==> config.mk <==
export PLATFORM = sky130hd
export DESIGN_NAME = escaped_frame_receive_deframer_core
export DESIGN_NICKNAME = d
export VERILOG_FILES = /design/src/rtl/core/efd_pkg.sv /design/src/rtl/core/efd_front.sv /design/src/rtl/core/efd_queue.sv /design/src/rtl/core/efd_back.sv /design/src/rtl/core/escaped_frame_receive_deframer_core.sv
export SDC_FILE = /design/constraint.sdc
export NUM_CORES = 1
export LEC_CHECK = 0
export BUFFER_PORTS_ARGS = -buffer_cell sky130_fd_sc_hd__buf_2
export CELL_PAD_IN_SITES_DETAIL_PLACEMENT = 0
export CELL_PAD_IN_SITES_GLOBAL_PLACEMENT = 1
export CORE_MARGIN = 3
export CORE_UTILIZATION = 48
export CTS_CLUSTER_SIZE = 28
export DETAILED_ROUTE_END_ITERATION = 8
export HOLD_SLACK_MARGIN = 0.1
export PLACE_DENSITY_LB_ADDON = 0.1
export SKIP_LAST_GASP = 1
export SLEW_MARGIN = 30
export SYNTH_ARGS = -nofsm -noshare
export SYNTH_HDL_FRONTEND = slang
export SYNTH_SLANG_ARGS = --single-unit
==> constraint.sdc <==
create_clock -name clk -period 5.9 [get_ports clk]
set_clock_uncertainty 0.1 [all_clocks]
set_input_delay 0.295 -clock clk [delete_from_list [all_inputs] [get_ports clk]]
set_output_delay 0.295 -clock clk [all_outputs]
set_load 0.05 [all_outputs]
==> src/rtl/core/efd_pkg.sv <==
// Shared types and constants for the escaped frame receive deframer.
package efd_pkg;

  localparam int unsigned MAX_FRAME_LEN = 7;
  localparam int unsigned MIN_FRAME_LEN = 3;
  localparam logic [7:0] ESC_BYTE = 8'h2B;
  localparam int unsigned QUEUE_DEPTH = 4;
  localparam int unsigned QUEUE_AW = $clog2(QUEUE_DEPTH);

  typedef enum logic [1:0] {
    ERR_OK       = 2'd0,
    ERR_CHECKSUM = 2'd1,
    ERR_STATUS   = 2'd2
  } err_code_t;

  typedef struct packed {
    logic [7:0] data;
    logic       start;
    logic [2:0] length;
    logic       is_esc;
  } rx_item_t;

  typedef struct packed {
    err_code_t   error_code;
    logic [7:0]  device_status;
    logic [31:0] data_value;
    logic        bad_escape;
  } result_t;

endpackage

==> src/rtl/core/efd_front.sv <==
// Front end that classifies each received byte before it is queued.
module efd_front import efd_pkg::*; (
  input  logic [7:0] rx_byte,
  input  logic       frame_start,
  input  logic [2:0] frame_length,
  output rx_item_t   item
);

  always_comb begin
    item.data   = rx_byte;
    item.start  = frame_start;
    item.is_esc = (rx_byte == ESC_BYTE);
    if (frame_length < 3'(MIN_FRAME_LEN)) begin
      item.length = 3'(MIN_FRAME_LEN);
    end else if (frame_length > 3'(MAX_FRAME_LEN)) begin
      item.length = 3'(MAX_FRAME_LEN);
    end else begin
      item.length = frame_length;
    end
  end

endmodule

==> src/rtl/core/efd_queue.sv <==
// Short queue of classified bytes between the front and back ends.
module efd_queue import efd_pkg::*; (
  input  logic     clk,
  input  logic     rst,
  input  logic     push_valid,
  input  rx_item_t push_item,
  output logic     full,
  input  logic     pop,
  output logic     pop_valid,
  output rx_item_t pop_item
);

  rx_item_t                entries [QUEUE_DEPTH];
  logic [QUEUE_AW-1:0]     wr_ptr;
  logic [QUEUE_AW-1:0]     rd_ptr;
  logic [QUEUE_AW:0]       count;
  logic                    do_push;
  logic                    do_pop;

  assign full      = (count == (QUEUE_AW+1)'(QUEUE_DEPTH));
  assign pop_valid = (count != '0);
  assign pop_item  = entries[rd_ptr];
  assign do_push   = push_valid && !full;
  assign do_pop    = pop && pop_valid;

  always_ff @(posedge clk) begin
    if (do_push) begin
      entries[wr_ptr] <= push_item;
    end
  end

  always_ff @(posedge clk) begin
    if (rst) begin
      wr_ptr <= '0;
      rd_ptr <= '0;
      count  <= '0;
    end else begin
      if (do_push) begin
        wr_ptr <= wr_ptr + 1'b1;
      end
      if (do_pop) begin
        rd_ptr <= rd_ptr + 1'b1;
      end
      unique case ({do_push, do_pop})
        2'b10:   count <= count + 1'b1;
        2'b01:   count <= count - 1'b1;
        default: count <= count;
      endcase
    end
  end

endmodule

==> src/rtl/core/efd_back.sv <==
// Back end that tracks frame state, collapses escapes and builds results.
module efd_back import efd_pkg::*; (
  input  logic     clk,
  input  logic     rst,
  input  logic     item_valid,
  input  rx_item_t item,
  output logic     pop,
  output logic     result_valid,
  input  logic     result_stall,
  output result_t  result
);

  logic        in_frame, in_frame_next;
  logic [2:0]  count, count_next;
  logic [2:0]  exp_len, exp_len_next;
  logic        esc_pend, esc_pend_next;
  logic [7:0]  sum, sum_next;
  logic [7:0]  status, status_next;
  logic [31:0] payload, payload_next;
  logic        esc_err, esc_err_next;
  logic        done;
  result_t     done_result;
  logic        take;
  logic        lone;
  logic        last;
  logic [7:0]  want;

  assign pop  = item_valid && (!done || !result_valid || !result_stall);
  assign want = 8'h00 - sum;
  assign last = ({1'b0, count} + 4'd1) >= {1'b0, exp_len};

  always_comb begin
    in_frame_next = in_frame;
    count_next    = count;
    exp_len_next  = exp_len;
    esc_pend_next = esc_pend;
    sum_next      = sum;
    status_next   = status;
    payload_next  = payload;
    esc_err_next  = esc_err;
    done          = 1'b0;
    take          = 1'b0;
    lone          = 1'b0;
    done_result.error_code    = ERR_OK;
    done_result.device_status = status;
    done_result.data_value    = payload;
    done_result.bad_escape    = esc_err;
    if (item.start) begin
      in_frame_next = 1'b1;
      count_next    = 3'd1;
      exp_len_next  = item.length;
      esc_pend_next = 1'b0;
      sum_next      = '0;
      status_next   = '0;
      payload_next  = '0;
      esc_err_next  = 1'b0;
    end else if (in_frame) begin
      take = 1'b1;
      if (esc_pend) begin
        esc_pend_next = 1'b0;
        if (item.is_esc) begin
          take = 1'b0;
        end else begin
          esc_err_next = 1'b1;
        end
      end else if (item.is_esc) begin
        lone = 1'b1;
      end
      if (take) begin
        if (last) begin
          done = 1'b1;
          if (item.data != want) begin
            done_result.error_code = ERR_CHECKSUM;
          end else if (status != 8'h00) begin
            done_result.error_code = ERR_STATUS;
          end
          done_result.bad_escape = esc_err_next;
          in_frame_next = 1'b0;
          count_next    = '0;
          exp_len_next  = '0;
          esc_pend_next = 1'b0;
          sum_next      = '0;
          status_next   = '0;
          payload_next  = '0;
          esc_err_next  = 1'b0;
        end else begin
          sum_next = sum + item.data;
          unique case (count)
            3'd1:    status_next = item.data;
            3'd2:    payload_next[7:0]   = item.data;
            3'd3:    payload_next[15:8]  = item.data;
            3'd4:    payload_next[23:16] = item.data;
            3'd5:    payload_next[31:24] = item.data;
            default: payload_next = payload;
          endcase
          count_next    = count + 3'd1;
          esc_pend_next = lone;
        end
      end
    end
  end

  always_ff @(posedge clk) begin
    if (rst) begin
      in_frame     <= 1'b0;
      count        <= '0;
      exp_len      <= '0;
      esc_pend     <= 1'b0;
      sum          <= '0;
      status       <= '0;
      payload      <= '0;
      esc_err      <= 1'b0;
      result_valid <= 1'b0;
    end else begin
      if (pop) begin
        in_frame <= in_frame_next;
        count    <= count_next;
        exp_len  <= exp_len_next;
        esc_pend <= esc_pend_next;
        sum      <= sum_next;
        status   <= status_next;
        payload  <= payload_next;
        esc_err  <= esc_err_next;
      end
      if (pop && done) begin
        result_valid <= 1'b1;
      end else if (!result_stall) begin
        result_valid <= 1'b0;
      end
    end
  end

  always_ff @(posedge clk) begin
    if (pop && done) begin
      result <= done_result;
    end
  end

endmodule

==> src/rtl/core/escaped_frame_receive_deframer_core.sv <==
// Top level of the escaped frame receive deframer.
// A byte in the queue is popped by the back end when it reaches the head, unless a finished
// frame waits on a stalled result; a frame's last byte loads the result register when popped.
// The back end takes one byte per cycle except while such a stalled result holds it back.
// A four-entry queue lets the input keep flowing while a result waits to be taken.
// Reset is synchronous and active high; it empties the queue and closes any open frame.
module escaped_frame_receive_deframer_core import efd_pkg::*; (
  input  logic        clk,
  input  logic        rst,
  input  logic        rx_valid,
  output logic        rx_stall,
  input  logic [7:0]  rx_byte,
  input  logic        frame_start,
  input  logic [2:0]  frame_length,
  output logic        result_valid,
  input  logic        result_stall,
  output logic [1:0]  error_code,
  output logic [7:0]  device_status,
  output logic [31:0] data_value,
  output logic        bad_escape
);

  rx_item_t front_item;
  rx_item_t queue_item;
  logic     queue_full;
  logic     queue_valid;
  logic     queue_pop;
  result_t  result;

  efd_front u_front (
    .rx_byte      (rx_byte),
    .frame_start  (frame_start),
    .frame_length (frame_length),
    .item         (front_item)
  );

  efd_queue u_queue (
    .clk        (clk),
    .rst        (rst),
    .push_valid (rx_valid),
    .push_item  (front_item),
    .full       (queue_full),
    .pop        (queue_pop),
    .pop_valid  (queue_valid),
    .pop_item   (queue_item)
  );

  efd_back u_back (
    .clk          (clk),
    .rst          (rst),
    .item_valid   (queue_valid),
    .item         (queue_item),
    .pop          (queue_pop),
    .result_valid (result_valid),
    .result_stall (result_stall),
    .result       (result)
  );

  assign rx_stall      = queue_full;
  assign error_code    = result.error_code;
  assign device_status = result.device_status;
  assign data_value    = result.data_value;
  assign bad_escape    = result.bad_escape;

endmodule

==> results of run 1 <==
how the worst min path moves through the flow:
stage                                       end  slack [ns]  cells after the start
2_1_floorplan  u_queue.entries[0][10]$_DFFE_PP_        0.29                      0
4_1_cts         u_queue.entries[2][2]$_DFFE_PP_        0.12                      2
3_3_place_gp         u_back.result[8]$_DFFE_PP_        0.31                      0
6_report        u_queue.entries[3][2]$_DFFE_PP_        0.13                      2
5_1_grt         u_queue.entries[2][2]$_DFFE_PP_        0.14                      2
3_5_place_dp        u_back.result[12]$_DFFE_PP_        0.31                      0
power by group through the flow:
| stage | Combinational (mW) | Sequential (mW) | Clock [mW] |
|---|---|---|---|
| finish | 1.05 | 1.40 | 1.16 |
| global route | 1.16 | 1.42 | 1.23 |
| floorplan | 0.747 | 1.48 | 0 |
| global placement | 1.04 | 1.43 | 0 |
| detailed placement | 1.05 | 1.43 | 0 |
| CTS | 1.07 | 1.41 | 1.17 |
synth_stat cells (2+ instances only):
master,number,share of area
sky130_fd_sc_hd__o2bb2ai_1,4,0.0053
sky130_fd_sc_hd__mux4_2,10,0.034
sky130_fd_sc_hd__a21oi_1,35,0.027
sky130_fd_sc_hd__mux2i_1,9,0.014
sky130_fd_sc_hd__inv_1,23,0.013
sky130_fd_sc_hd__o21ai_0,20,0.015
sky130_fd_sc_hd__xor2_1,6,0.0080
sky130_fd_sc_hd__edfxtp_1,95,0.43
sky130_fd_sc_hd__xnor2_1,9,0.012
sky130_fd_sc_hd__and2_1,7,0.0066
sky130_fd_sc_hd__buf_2,5,0.0038
sky130_fd_sc_hd__a22o_1,12,0.016
sky130_fd_sc_hd__o41ai_1,2,0.0027
sky130_fd_sc_hd__dfxtp_1,67,0.20
sky130_fd_sc_hd__a31oi_1,3,0.0028
sky130_fd_sc_hd__mux2_2,3,0.0051
sky130_fd_sc_hd__nor4_1,4,0.0038
sky130_fd_sc_hd__a21o_1,2,0.0023
sky130_fd_sc_hd__or3_1,2,0.0019
sky130_fd_sc_hd__nand3_1,12,0.0091
sky130_fd_sc_hd__o32ai_1,7,0.0093
sky130_fd_sc_hd__fa_1,2,0.0061
sky130_fd_sc_hd__clkbuf_1,13,0.0074
sky130_fd_sc_hd__nand2_1,37,0.021
sky130_fd_sc_hd__a211oi_1,5,0.0057
sky130_fd_sc_hd__nor2b_1,5,0.0047
sky130_fd_sc_hd__a32o_1,4,0.0061
sky130_fd_sc_hd__nand2b_1,12,0.011
sky130_fd_sc_hd__or4_1,2,0.0023
sky130_fd_sc_hd__nor2_1,31,0.018
sky130_fd_sc_hd__ha_1,21,0.040
sky130_fd_sc_hd__nand3b_1,2,0.0023
sky130_fd_sc_hd__and3_1,5,0.0047
sky130_fd_sc_hd__o211a_1,2,0.0030
sky130_fd_sc_hd__nor3_1,9,0.0068
worst max-delay path: stages (launching register included):
cell	delay [ns]
sky130_fd_sc_hd__dfxtp_1	0.44
sky130_fd_sc_hd__inv_1	0.12
sky130_fd_sc_hd__ha_1	0.33
sky130_fd_sc_hd__ha_1	0.28
sky130_fd_sc_hd__a21oi_1	0.22
sky130_fd_sc_hd__o21ai_1	0.26
sky130_fd_sc_hd__a41oi_1	0.56
sky130_fd_sc_hd__ha_1	0.28
sky130_fd_sc_hd__inv_1	0.06
sky130_fd_sc_hd__fa_1	0.37
sky130_fd_sc_hd__xor2_1	0.16
sky130_fd_sc_hd__or3_1	0.31
sky130_fd_sc_hd__a21oi_1	0.14
flip-flops by register name, indices dropped and copies added, names as in the netlist, named ones only:
signal               count
u_queue.rd_ptr           2
u_back.result_valid      1
u_back.exp_len           3
u_back.in_frame          1
u_back.sum               8
u_queue.entries         52
u_back.status            8
u_back.esc_pend          1
u_back.payload          32
u_queue.wr_ptr           2
u_back.esc_err           1
u_queue.count            3
u_back.result           43
u_back.count             3
metal layers:
metal / up-vias / share of wire / wire, µm
met4: 0 / 0.013 / 159
met5: - / 0 / 0
met1: 2002 / 0.45 / 5640
met2: 99 / 0.49 / 6250
met3: 17 / 0.046 / 584
li1: 2036 / - / -
area by class of cell:
| cell class | count | area share |
|---|---|---|
| inverters | 23 | 0.0110 |
| repair buffers | 76 | 0.0576 |
| clock inverters | 13 | 0.0217 |
| clock buffers | 19 | 0.0593 |
| multi-input cells | 304 | 0.286 |
| well taps | 176 | 0.0281 |
| flip-flops and latches | 162 | 0.536 |
stage by stage:
step                      setup WS (ns)   util
after floorplan                   0.563      -
after global placement             2.29  0.529
after detailed placement           2.23  0.530
after CTS                          2.21  0.586
after global routing               1.94  0.586
final                              2.20  0.586
kinds of logic after synthesis:
kind of cell | Yosys count
AND/OR/NAND/NOR | 134
adder cells (fa/ha/maj) | 23
XOR/XNOR | 17
multiplexers | 22
buffers and inverters | 42
flip-flops | 162
AO/OA/AOI/OAI | 108
==> qor.txt, run 1 <==
Cell count after synthesis = 508
Core Area = 13,300 µm²
GR Layer Usage met1 = 0.226
Vias per cell = 5.37
Outcome = finished clean
Global-route wire length before repair = 19,900 µm
Area of all sequential standard cells = 4190 µm²
Post-place instance area = 7070 µm²
Antenna violations before repair = 0
Period minus WS final = 3.70 ns
Count of flip-flops with a built-in enable after synthesis = 95
Final-layout setup total negative slack = 0 ns
Total wire length after detailed routing = 12,600 µm
Setup Crit Path Kind = flop to flop
Weighted congestion reported at the end of routability-driven placement = 0.778
Post-CTS setup repair buffer count = 0
Yosys warning total = 0
Detailed-routing iteration count for the pre-antenna-repair pass = 6
Post-route worst hold slack = 0.132 ns
Multi-input logic area = 2240 µm²
Critical path data required time = 6.14 ns
H-Tree Depth = 4
Measured slew at the worst slew-check pin = 0.867 ns
Vias in the first global route = 3,898
Most frequent cells in the layout = sky130_fd_sc_hd__edfxtp_1 (95), sky130_fd_sc_hd__dfxtp_1 (67), sky130_fd_sc_hd__buf_2 (60)
Post-synthesis sequential element count = 162
Beginning of the worst register-to-register path = u_back.count[0]$_SDFFE_PP0P_
Period utilization = 0.628
Via count = 4,154
Proportion of synthesized chip area in sequential cells = 0.636
Die Footprint = 15,200 µm²
Flop2flop setup slack = 2.20 ns
Nets in the synthesized netlist = 547
Share of synthesized cell area in full adder, half adder and majority cells = 0.0459
Nature of the critical path startpoint = flop
Final total power = 3.62 mW
Netlist Area Pre-Place = 6590 µm²
Final number of hold-violating endpoints = 0
Share of synthesized cell area in and, or, nand and nor gates = 0.101
Worst-case reg-to-reg path depth = 12
Number of inserted filler cells in the final layout = 1,097
CTS max path bufs = 2
Final HPWL DP = 8800 µm
Met2 GRT Util = 0.290
Net Sw Power = 1.22 mW
Top flip-flop cell by instance count after synthesis = sky130_fd_sc_hd__edfxtp_1
Diode count = 0
Max-slew violations = 0
Mux cell area share after synthesis = 0.0530
Met3 global-route usage = 0.0494
Largest net degree at the start of global routing = 60
Gate power share = 0.291
First DRT Iteration DRCs = 280
Number of distinct library cells after synthesis = 56
DP Cell Count = 729
CP max FO = 10
Proportion of synthesized flip-flops having asynchronous set or reset = 0
Die X = 123 µm
Most common cell after layout, fill and taps aside = sky130_fd_sc_hd__edfxtp_1
CTS Root Cell = sky130_fd_sc_hd__clkbuf_16
Final ANT Viol Nets = 0
Worst endpoint data arrival time = 3.95 ns
Crit end category = flop
Hold_buf cts = 12
Critical path endpoint = u_queue.count[2]$_SDFFE_PP0P_
Post-layout instance area = 7820 µm²
Io pins = 61
Critical path startpoint = u_back.count[0]$_SDFFE_PP0P_
Clock tree from TritonCTS = built
Switching Share = 0.338
Power share of the sequential group = 0.388
Number of standard cells in the final layout excluding fillers = 773
Compound-Gate Fraction of Synth Area = 0.111
Leakage = 2.85 nW
Xor and xnor area share after synthesis = 0.0270
Clock power frac = 0.320
Register clock-pin slew on the reported worst setup and hold paths = 0.06 ns
Remaining DRCs = 0
Dominant combinational cell family by area after synthesis = compound AO/OA/AOI/OAI gates
Worst supply voltage drop on vdd = 233 µV
Sinks on Clock Net = 162
Global-route usage over all layers = 0.175
Number of clock buffers inserted by TritonCTS = 17
Power density over the cells = 462 nW/µm²
FP Rows = 42
Routed wirelength normalized by instance count = 16.3 µm
Overflow after GRT = 0
Synthesized area per cell = 13.0 µm²
HP Class = primary input to flop
Layer with the highest usage after global routing = met2
Fraction of final layout cells with drive strength greater than 1 = 0.198
# port buffers = 60
Post-cts sizing count = 0
Internal Power = 2.40 mW
Setup violation total in the final timing report = 0
Floorplan die height = 123 µm
Worst rel slew slack = 0.421
Starting density of the core = 0.494
Clock latency at the later pin of the worst-skew pair = 0.42 ns
Post-layout net count = 623
Max_cap viols = 0
Layout overhead on the synthesized area = 18.7%
Critical hold path startpoint = frame_length[1]
Maximum clock rate = 270 MHz
R2r endpoint = u_queue.count[2]$_SDFFE_PP0P_
Unrepaired setup endpoints after global routing = false
Note: power is estimated with default switching activity, not from simulation.
==> inputs of run 2 (changes only) <==
- clock period: 5.9 -> 3.6 ns (I/O delays scaled with it)
==> run 2 against run 1 <==
Effect of this change:
- die area unchanged
- critical endpoint is now u_back.sum[7]$_SDFFE_PP0P_
- clock power increased by 64%
- first-iteration DRC count decreased by 17%
- count of clock-buffer cells in the layout increased by 2
- utilization increased by 0.60 points
==> qor.txt, run 2 (same netlist as run 1, synthesis figures left out) <==
Largest registers ranked by flip-flop count = u_queue.entries: 52 flops, u_back.result: 43 flops, u_back.payload: 32 flops
Hold_buf cts = 13
Register clock-pin slew on the reported worst setup and hold paths = 0.06 ns
Largest net degree at the start of global routing = 45
Weighted congestion reported at the end of routability-driven placement = 0.785
Final number of hold-violating endpoints = 0
Register with the highest flop count = u_queue.entries
First DRT Iteration DRCs = 233
Max_cap viols = 0
Die Footprint = 15,200 µm²
# port buffers = 60
H-Tree Depth = 4
Final HPWL DP = 8770 µm
Diode count = 0
Finished Core Util = 0.592
Period minus WS final = 3.25 ns
Leakage = 2.90 nW
Global-route usage over all layers = 0.175
CTS Root Cell = sky130_fd_sc_hd__clkbuf_16
FP Rows = 42
Fraction of final layout cells with drive strength greater than 1 = 0.204
Maximum clock rate = 308 MHz
Max-slew violations = 0
Critical hold path startpoint = rx_valid
Clock tree from TritonCTS = built
Layout overhead on the synthesized area = 19.9%
Post-layout net count = 633
Routed wirelength normalized by instance count = 15.9 µm
Largest register FFs = 52
Worst supply voltage drop on vdd = 333 µV
Outcome = finished clean
CP max FO = 7
Worst rel slew slack = 0.444
Worst-path cell with the longest stage delay = sky130_fd_sc_hd__mux4_2
Slowest Stage Delay on Critical Path = 0.61 ns
Post-CTS setup repair buffer count = 0
Total wire length after detailed routing = 12,400 µm
Worst-case reg-to-reg path depth = 8
Vias in the first global route = 3,931
Final-layout setup total negative slack = 0 ns
Setup slack after layout = 0.352 ns
Crit end category = flop
Worst endpoint data arrival time = 3.50 ns
Endpoint, Worst Hold = u_queue.wr_ptr[0]$_SDFFE_PP0P_
Hold depth = 4
Number of buffers and inverters on the critical path = 0
HP Class = primary input to flop
Unrepaired setup endpoints after global routing = false
Met2 GRT Util = 0.295
Die X = 123 µm
Sinks on Clock Net = 162
Starting density of the core = 0.494
Period utilization = 0.902
Layer with the highest usage after global routing = met2
Final ANT Viol Nets = 0
Detailed-routing iteration count for the pre-antenna-repair pass = 4
Power density over the cells = 762 nW/µm²
Post-cts sizing count = 0
Most frequent cells in the layout = sky130_fd_sc_hd__edfxtp_1 (95), sky130_fd_sc_hd__dfxtp_1 (67), sky130_fd_sc_hd__buf_2 (60)
Setup slack at placement = 0.357 ns
Io pins = 61
Top cell family by delay on the critical path = compound AO/OA/AOI/OAI gates
Number of clock buffers inserted by TritonCTS = 17
Antenna violations before repair = 0
Global-route wire length before repair = 20,000 µm
GR Layer Usage met1 = 0.218
Number of inserted filler cells in the final layout = 1,074
Met3 global-route usage = 0.0416
Clock latency at the later pin of the worst-skew pair = 0.42 ns
Overflow after GRT = 0
Setup Crit Path Kind = flop to flop
Vias per cell = 5.27
Core Area = 13,300 µm²
Setup violation total in the final timing report = 0
CTS max path bufs = 2
R2r endpoint = u_back.sum[7]$_SDFFE_PP0P_
Via count = 4,127
Floorplan die height = 123 µm
Critical Path, Cell by Cell = mux4_2 > ha_1 > and3_1 > a221o_1 > o41ai_1 > xnor2_1 > or4_1 > a31oi_1
Nature of the critical path startpoint = flop
Measured slew at the worst slew-check pin = 0.833 ns
Flop2flop setup slack = 0.35 ns
Critical path data required time = 3.85 ns
Remaining DRCs = 0
Most common cell after layout, fill and taps aside = sky130_fd_sc_hd__edfxtp_1
run 2: where the power goes:
| group | total [mW] | leakage, nW | internal (mW) | switching, mW |
|---|---|---|---|---|
| clock network | 1.90 | 0.305 | 1.20 | 0.699 |
| registers | 2.27 | 1.39 | 2.16 | 0.114 |
| logic | 1.85 | 1.20 | 0.673 | 1.18 |
| total | 6.02 | 2.90 | 4.03 | 1.99 |
run 2: worst max path at each step:
stage                                       startpoint                       endpoint  slack (ns)  cells after the start
final                                             flop     u_back.sum[7]$_SDFFE_PP0P_        0.35                      8
after global routing      u_back.count[0]$_SDFFE_PP0P_  u_queue.count[2]$_SDFFE_PP0P_        0.13                     12
after CTS                                         flop     u_back.sum[7]$_SDFFE_PP0P_        0.35                      8
after detailed placement                          flop     u_back.sum[7]$_SDFFE_PP0P_        0.36                      8
after global placement                            flop     u_back.sum[7]$_SDFFE_PP0P_        0.40                      8
after floorplan           u_back.count[2]$_SDFFE_PP0P_     u_back.result[0]$_DFFE_PP_        0.17                      9
run 2: cell type report:
class | count | area (µm²) | area share
multi-input cells | 304 | 2240 | 0.283
clock buffers | 21 | 460 | 0.0583
repair buffers | 86 | 528 | 0.0668
well taps | 176 | 220 | 0.0279
flip-flops and latches | 162 | 4190 | 0.531
inverters | 23 | 86.3 | 0.0109
clock inverters | 11 | 176 | 0.0223
run 2: layer usage:
metal | up-vias | share of wire
met4 | 0 | 0.014
met5 | - | 0
li1 | 2052 | -
met2 | 82 | 0.49
met1 | 1977 | 0.45
met3 | 16 | 0.040
run 2: through the flow:
| stage | cell area, µm² | hold WS, ns | power, mW | std cells |
|---|---|---|---|---|
| 2_1_floorplan | 6600 | 0.179 | 3.66 | 508 |
| 3_3_place_gp | 7140 | 0.301 | 4.12 | 738 |
| 3_5_place_dp | 7140 | 0.312 | 4.15 | 738 |
| 4_1_cts | 7900 | 0.175 | 6.07 | 783 |
| 5_1_grt | 7900 | 0.192 | 6.36 | 783 |
| 6_report | 7900 | 0.187 | 6.02 | 783 |
run 2: worst register-to-register path, cell delays in order, from the launching register on:
cell and delay, ns:
sky130_fd_sc_hd__dfxtp_1 0.57, sky130_fd_sc_hd__mux4_2 0.62, sky130_fd_sc_hd__ha_1 0.36, sky130_fd_sc_hd__and3_1 0.20
sky130_fd_sc_hd__a221o_1 0.33, sky130_fd_sc_hd__o41ai_1 0.32, sky130_fd_sc_hd__xnor2_1 0.13, sky130_fd_sc_hd__or4_1 0.40
sky130_fd_sc_hd__a31oi_1 0.16
==> inputs of run 3 (changes only) <==
- CORE_MARGIN: 3 -> 4
==> run 3 against run 2 <==
Effect of this change:
- total power decreased by 2.0%
- combinational power about the same
- count of clock-buffer cells in the layout decreased by 2
- flip-flop and latch count unchanged
- critical endpoint is now u_queue.count[2]$_SDFFE_PP0P_
- global-route usage decreased by 0.85 points
- first-iteration DRC count decreased by 3.0%
- fmax decreased by 0.83%
==> qor.txt, run 3 (same netlist as run 1, synthesis figures left out) <==
Max_cap viols = 0
Setup violation total in the final timing report = 0
Critical path data required time = 3.84 ns
Antenna violations before repair = 0
HP Class = primary input to flop
Routed wirelength normalized by instance count = 15.7 µm
Largest registers ranked by flip-flop count = u_queue.entries: 52 flops, u_back.result: 43 flops, u_back.payload: 32 flops
Sinks on Clock Net = 162
Largest register FFs = 52
Max-slew violations = 0
Final HPWL DP = 8730 µm
Final-layout setup total negative slack = 0 ns
Hold depth = 4
Internal Power = 3.89 mW
Diode count = 0
Worst supply voltage drop on vdd = 398 µV
Worst endpoint data arrival time = 3.52 ns
Beginning of the worst register-to-register path = u_back.count[0]$_SDFFE_PP0P_
Worst rel slew slack = 0.370
Period utilization = 0.910
Switching Share = 0.340
Clock tree from TritonCTS = built
Outcome = finished clean
Post-route worst hold slack = 0.183 ns
Leakage = 2.88 nW
R2r endpoint = u_queue.count[2]$_SDFFE_PP0P_
Die Footprint = 15,700 µm²
Remaining DRCs = 0
DP Cell Count = 737
Post-cts sizing count = 0
CTS Root Cell = sky130_fd_sc_hd__clkbuf_16
Largest net degree at the start of global routing = 51
Flop2flop setup slack = 0.32 ns
Starting density of the core = 0.494
Register with the highest flop count = u_queue.entries
CTS max path bufs = 2
Endpoint, Worst Hold = u_queue.wr_ptr[0]$_SDFFE_PP0P_
Vias in the first global route = 4,030
Measured slew at the worst slew-check pin = 0.945 ns
Final ANT Viol Nets = 0
Unrepaired setup endpoints after global routing = false
Most common cell after layout, fill and taps aside = sky130_fd_sc_hd__edfxtp_1
Weighted congestion reported at the end of routability-driven placement = 0.794
Power density over the cells = 751 nW/µm²
Number of clock buffers inserted by TritonCTS = 17
Layout overhead on the synthesized area = 19.2%
Critical hold path startpoint = rx_valid
Clock power frac = 0.306
Post-layout net count = 632
Detailed-routing iteration count for the pre-antenna-repair pass = 4
Die X = 125 µm
Floorplan die height = 125 µm
CP max FO = 6
Register clock-pin slew on the reported worst setup and hold paths = 0.06 ns
Io pins = 61
Overflow after GRT = 0
Number of standard cells in the final layout excluding fillers = 782
# port buffers = 60
Vias per cell = 5.21
Most frequent cells in the layout = sky130_fd_sc_hd__edfxtp_1 (95), sky130_fd_sc_hd__dfxtp_1 (67), sky130_fd_sc_hd__buf_2 (60)
Nature of the critical path startpoint = flop
Final total power = 5.90 mW
Gate power share = 0.310
Net Sw Power = 2.01 mW
Core Area = 13,300 µm²
Via count = 4,072
Period minus WS final = 3.28 ns
Global-route wire length before repair = 20,700 µm
First DRT Iteration DRCs = 226
Final number of hold-violating endpoints = 0
Clock latency at the later pin of the worst-skew pair = 0.42 ns
Global-route usage over all layers = 0.167
Power share of the sequential group = 0.384
FP Rows = 42
Fraction of final layout cells with drive strength greater than 1 = 0.205
H-Tree Depth = 4
Maximum clock rate = 305 MHz
Crit end category = flop
Worst-case reg-to-reg path depth = 12
Total wire length after detailed routing = 12,300 µm
Setup Crit Path Kind = flop to flop
[run 3: cell types whose count changed in the layout (fill, tap and decap cells not counted)]
| cell | before | now |
|---|---|---|
| sky130_fd_sc_hd__clkbuf_8 | 2 | 0 |
| sky130_fd_sc_hd__buf_4 | 13 | 12 |
| sky130_fd_sc_hd__inv_6 | 2 | 5 |
| sky130_fd_sc_hd__clkbuf_16 | 17 | 18 |
| sky130_fd_sc_hd__clkinvlp_4 | 2 | 1 |
| sky130_fd_sc_hd__clkbuf_1 | 2 | 1 |
| sky130_fd_sc_hd__clkinv_2 | 0 | 1 |
| sky130_fd_sc_hd__bufinv_16 | 4 | 2 |
| sky130_fd_sc_hd__inv_4 | 1 | 2 |
[run 3: metrics by stage]
step / cell area, µm² / util / setup WS (ns)
2_1_floorplan: 6600 / - / 0.168
3_3_place_gp: 7130 / 0.534 / 0.374
3_5_place_dp: 7130 / 0.534 / 0.323
4_1_cts: 7860 / 0.589 / 0.309
5_1_grt: 7860 / 0.589 / 0.0560
6_report: 7860 / 0.589 / 0.325
[run 3: worst max-delay path, stage by stage (launching register included)]
cell	delay, ns
sky130_fd_sc_hd__dfxtp_1	0.45
sky130_fd_sc_hd__inv_1	0.12
sky130_fd_sc_hd__ha_1	0.34
sky130_fd_sc_hd__ha_1	0.28
sky130_fd_sc_hd__a21oi_1	0.23
sky130_fd_sc_hd__o21ai_1	0.12
sky130_fd_sc_hd__a41oi_1	0.30
sky130_fd_sc_hd__ha_1	0.24
sky130_fd_sc_hd__inv_1	0.06
sky130_fd_sc_hd__fa_1	0.37
sky130_fd_sc_hd__xor2_1	0.16
sky130_fd_sc_hd__or3_1	0.31
sky130_fd_sc_hd__a21oi_1	0.14
[run 3: power groups by stage]
stage | clock (mW) | sequential [mW] | combinational, mW
floorplan | 0 | 2.43 | 1.23
global placement | 0 | 2.30 | 1.81
detailed placement | 0 | 2.31 | 1.82
CTS | 1.84 | 2.27 | 1.84
global route | 1.93 | 2.30 | 2.03
finish | 1.80 | 2.27 | 1.83
[run 3: cell type report]
class | count | area (µm²)
Fill cell | 1109 | 5490
Sequential cell | 162 | 4190
Multi-Input combinational cell | 304 | 2240
Timing Repair Buffer | 85 | 520
Clock buffer | 19 | 454
Tap cell | 176 | 220
Clock inverter | 13 | 146
Inverter | 23 | 86.3
[run 3: metal layers]
metal / up-vias / GRT usage / wire length (µm)
li1: 2062 / - / -
met1: 1913 / 0.215 / 5490
met2: 82 / 0.276 / 6070
met3: 15 / 0.0465 / 535
met4: 0 / 0.0536 / 175
met5: - / 0 / 0
[run 3: worst max-delay path by stage]
stage / startpoint / endpoint / slack [ns] / depth (start not counted)
floorplan: u_back.count[2]$_SDFFE_PP0P_ / u_back.result[0]$_DFFE_PP_ / 0.17 / 9
global placement: flop / u_back.sum[7]$_SDFFE_PP0P_ / 0.37 / 8
detailed placement: flop / u_back.sum[7]$_SDFFE_PP0P_ / 0.32 / 8
CTS: flop / u_back.sum[7]$_SDFFE_PP0P_ / 0.31 / 8
global route: u_back.count[0]$_SDFFE_PP0P_ / u_queue.count[2]$_SDFFE_PP0P_ / 0.06 / 12
finish: u_back.count[0]$_SDFFE_PP0P_ / u_queue.count[2]$_SDFFE_PP0P_ / 0.32 / 12
[run 3: timing repair]
| action | CTS | global route |
|---|---|---|
| hold buffers | 13 | 0 |
| buffers inserted | 0 | 0 |
| endpoints found under the hold margin | 53 | 0 |
